## config.mk

```make
export PLATFORM = sky130hd
export DESIGN_NAME = sktab_hash
export DESIGN_NICKNAME = d
export VERILOG_FILES = /design/src/sktab_pkg.sv /design/src/sktab_hash.sv
export SDC_FILE = /design/constraint.sdc
export NUM_CORES = 1
export LEC_CHECK = 0
export BUFFER_PORTS_ARGS = -buffer_cell sky130_fd_sc_hd__buf_2
export CAP_MARGIN = 20
export CORE_MARGIN = 3
export CORE_UTILIZATION = 45
export DETAILED_ROUTE_END_ITERATION = 8
export PLACE_DENSITY = 0.81
export SLEW_MARGIN = 5
export SYNTH_ARGS = -nofsm -noshare
export SYNTH_HDL_FRONTEND = slang
export SYNTH_SLANG_ARGS = --single-unit
export TNS_END_PERCENT = 1
```

## constraint.sdc

```tcl
create_clock -name vclk -period 2.3
set_clock_uncertainty 0.2 [all_clocks]
set_input_delay 0.23 -clock vclk [all_inputs]
set_output_delay 0.23 -clock vclk [all_outputs]
set_load 0.02 [all_outputs]
```

## src/sktab_pkg.sv

```systemverilog
// Shared types and constants for the string key count table.
// Used by sktab_hash and string_key_count_hash_table; depends on nothing.
`default_nettype none
package sktab_pkg;
   localparam int BUCKET_BITS = 12;
   localparam int ENTRY_BITS  = 12;
   localparam int ENTRIES     = 4096;
   localparam int MAX_KEY_LEN = 49;
   localparam int LEN_W       = 6;
   localparam int USED_W      = ENTRY_BITS + 1;
   localparam int PART_W      = 4;
   localparam logic [BUCKET_BITS-1:0] HASH_SEED = BUCKET_BITS'(5381);

   typedef logic [2:0] status_type;
   localparam status_type STATUS_UPDATED   = 3'd0;
   localparam status_type STATUS_INSERTED  = 3'd1;
   localparam status_type STATUS_NOT_FOUND = 3'd2;
   localparam status_type STATUS_POOL_FULL = 3'd3;
   localparam status_type STATUS_TOO_LONG  = 3'd4;

   localparam logic REQ_ADD  = 1'b0;
   localparam logic REQ_FIND = 1'b1;

   typedef enum logic [12:0] {
      S_CLEAR  = 13'b0000000000001,
      S_IDLE   = 13'b0000000000010,
      S_HREAD  = 13'b0000000000100,
      S_HCHK   = 13'b0000000001000,
      S_EREAD  = 13'b0000000010000,
      S_ECHK   = 13'b0000000100000,
      S_CMPRD  = 13'b0000001000000,
      S_CMP    = 13'b0000010000000,
      S_HIT    = 13'b0000100000000,
      S_MISS   = 13'b0001000000000,
      S_COPYRD = 13'b0010000000000,
      S_COPYWR = 13'b0100000000000,
      S_OUT    = 13'b1000000000000
   } state_type;
endpackage
`default_nettype wire

```

## src/sktab_hash.sv

```systemverilog
// One djb2 step (hash * 33 + signed byte) on the low hash bits.
// Depends on sktab_pkg.
`default_nettype none
module sktab_hash (
   input  wire logic [sktab_pkg::BUCKET_BITS-1:0] hash_cur,
   input  wire logic [7:0]                         key_byte,
   output      logic [sktab_pkg::BUCKET_BITS-1:0] hash_next
);
   logic [sktab_pkg::BUCKET_BITS-1:0] sext;
   always_comb begin
      sext = sktab_pkg::BUCKET_BITS'($signed(key_byte));
      hash_next = (hash_cur << 5) + hash_cur + sext;
   end
endmodule
`default_nettype wire

```

==> qor.csv <==
metric,value,unit
outcome,finished with violations,
violations,negative setup slack,
vias,867,
n_clock_buffer,0,
synth_cell_types,25,
antenna_found_initial,0,
drv_slew,0,
regArea,0,um2
setup_viol,7,
hp-class,in2out,
drive_above_1_share,59.5,%
std_cell_rows,13,
p_int,0.347,mW
grt_setup_unrepaired,true,
crit_arrival,2260,ps
pin_count,32,
seq_power_share,0,%
drc,0,
place_hpwl,1660,um
p_sw,0.366,mW
critPathKind,in2out,
crit_path_max_fanout,4,
seq_cells,0,
tightest_slew,347,ps
fill_cells,56,
die_w,44.6,um
period_needed,2690,ps
whs,601,ps
start_kind,input pin,
grt_max_degree,7,
pwr-share-comb,100.0,%
layout_commonest_cell,buf_4,
postRouteAntennaNets,0,
hold_buffers,0,
peakVddDrop,0.339,mV
fin_crit_sh,117,%
postPlaceCellArea,1050,um2
cellPowerDensity,593,nW/um2
crit_required,1870,ps
drtIter0Drc,22,
viasPerCell,5.94,
syn-num-nets,118,
netlist_area,671,um2
netSwitchingFraction,51.3,%
grt_use_total,28.3,%
grt-ovfl-total,0,
num_antenna_cells,0,
multiInputGateArea,773,um2
wl_per_cell,20.4,um
pre_cts_slack,-476,ps
ys_seq_area_share,0,%
finalHoldViolations,0,
dr.pass1.iters,4,
io_buffers,32,
syn_to_final_growth,79.3,%
dieArea,1990,um2
die_h,44.6,um
setup_tns,-1850,ps
synthCells,76,
grt_pass1_vias,940,
gp_congestion,0.746,
layout.nets,175,
coreArea,1350,um2
final_cell_mix,"buf_4, buf_2, ha_1, xnor2_1, fa_1",
p_leak,0.607,nW
endpoint_kind,primary output,
fmax,0.371,GHz
maxCapViolCount,0,
avgSynthCellArea,8.82,um2
yosysWarnings,0,
setup_ws,-392,ps
wl,2980,um
start_util,49.7,%
clkPwrFrac,0,%
final_area,1200,um2
grt_pass1_wl,4220,um
slew_headroom,76.6,%
cell usage after synthesis (all sizes together):
master,n,share of area [%]
xnor2,9,12
nor3,2,1.5
inv,9,5.0
o21ai,4,3.0
and3,3,2.8
xor2,3,3.9
and2,1,0.93
fa,7,21
or3,1,0.93
o2111ai,1,1.3
nor2,2,1.1
a31oi,1,0.93
nand2b,1,0.93
nand3,2,1.5
o41ai,1,2.4
or2,1,0.93
a211oi,1,1.9
o31a,1,1.3
a21o,1,1.1
a21oi,4,3.0
nor2b,1,0.93
ha,15,28
o21a,2,2.2
nand2,3,1.7
final timing paths:
check       endpoint  depth (start not counted)        start  slack (ps)
min     hash_next[0]                          3  key_byte[0]         600
max    hash_next[11]                         11  hash_cur[0]        -390
per-layer routing:
layer	up-vias	global-route usage [%]	share of wire [%]
met4	0	9.64	3.5
met3	12	3.25	4.9
met1	430	30.5	36
met5	-	0	0
li1	376	-	-
met2	49	55.0	55
worst max-delay path: stages:
cell and delay, ps:
buf_8 80, inv_4 30, fa_1 580, inv_2 60, ha_4 230, and2_4 160
o21ai_4 160, nand2_2 110, o41ai_4 320, xnor2_2 150, buf_4 150
final cells by class:
| type | count | share of cell area (%) |
|---|---|---|
| Timing Repair Buffer | 55 | 30.5 |
| Tap cell | 15 | 1.56 |
| Inverter | 9 | 3.64 |
| Multi-Input combinational cell | 67 | 64.3 |
logic make-up after synthesis:
group                    after synthesis  share of synthesized area [%]
adder cells (fa/ha/maj)               22                           48.9
AND/OR/NAND/NOR                       17                           13.2
AO/OA/AOI/OAI                         16                           17.2
XOR/XNOR                              12                           15.7
buffers and inverters                  9                           5.04
power groups by stage:
stage,sequential [mW],combinational [mW],clock [mW]
after global placement,0,0.544,0
after CTS,0,0.641,0
after floorplan,0,0.357,0
after global routing,0,0.757,0
final,0,0.713,0
after detailed placement,0,0.563,0
metrics by stage:
step	cells	total power, mW	util [%]
final	146	0.713	89.1
after detailed placement	143	0.563	77.9
after floorplan	76	0.357	-
after global placement	143	0.544	77.9
after global routing	146	0.757	89.1
after CTS	146	0.641	85.9
repair_timing:
action / in CTS / in global routing
setup buffers: 3 / 0
pin swaps: 7 / 6
endpoints found under the setup margin: 7 / 7
gates resized for setup: 19 / 10
Note: power is estimated with default switching activity, not from simulation.
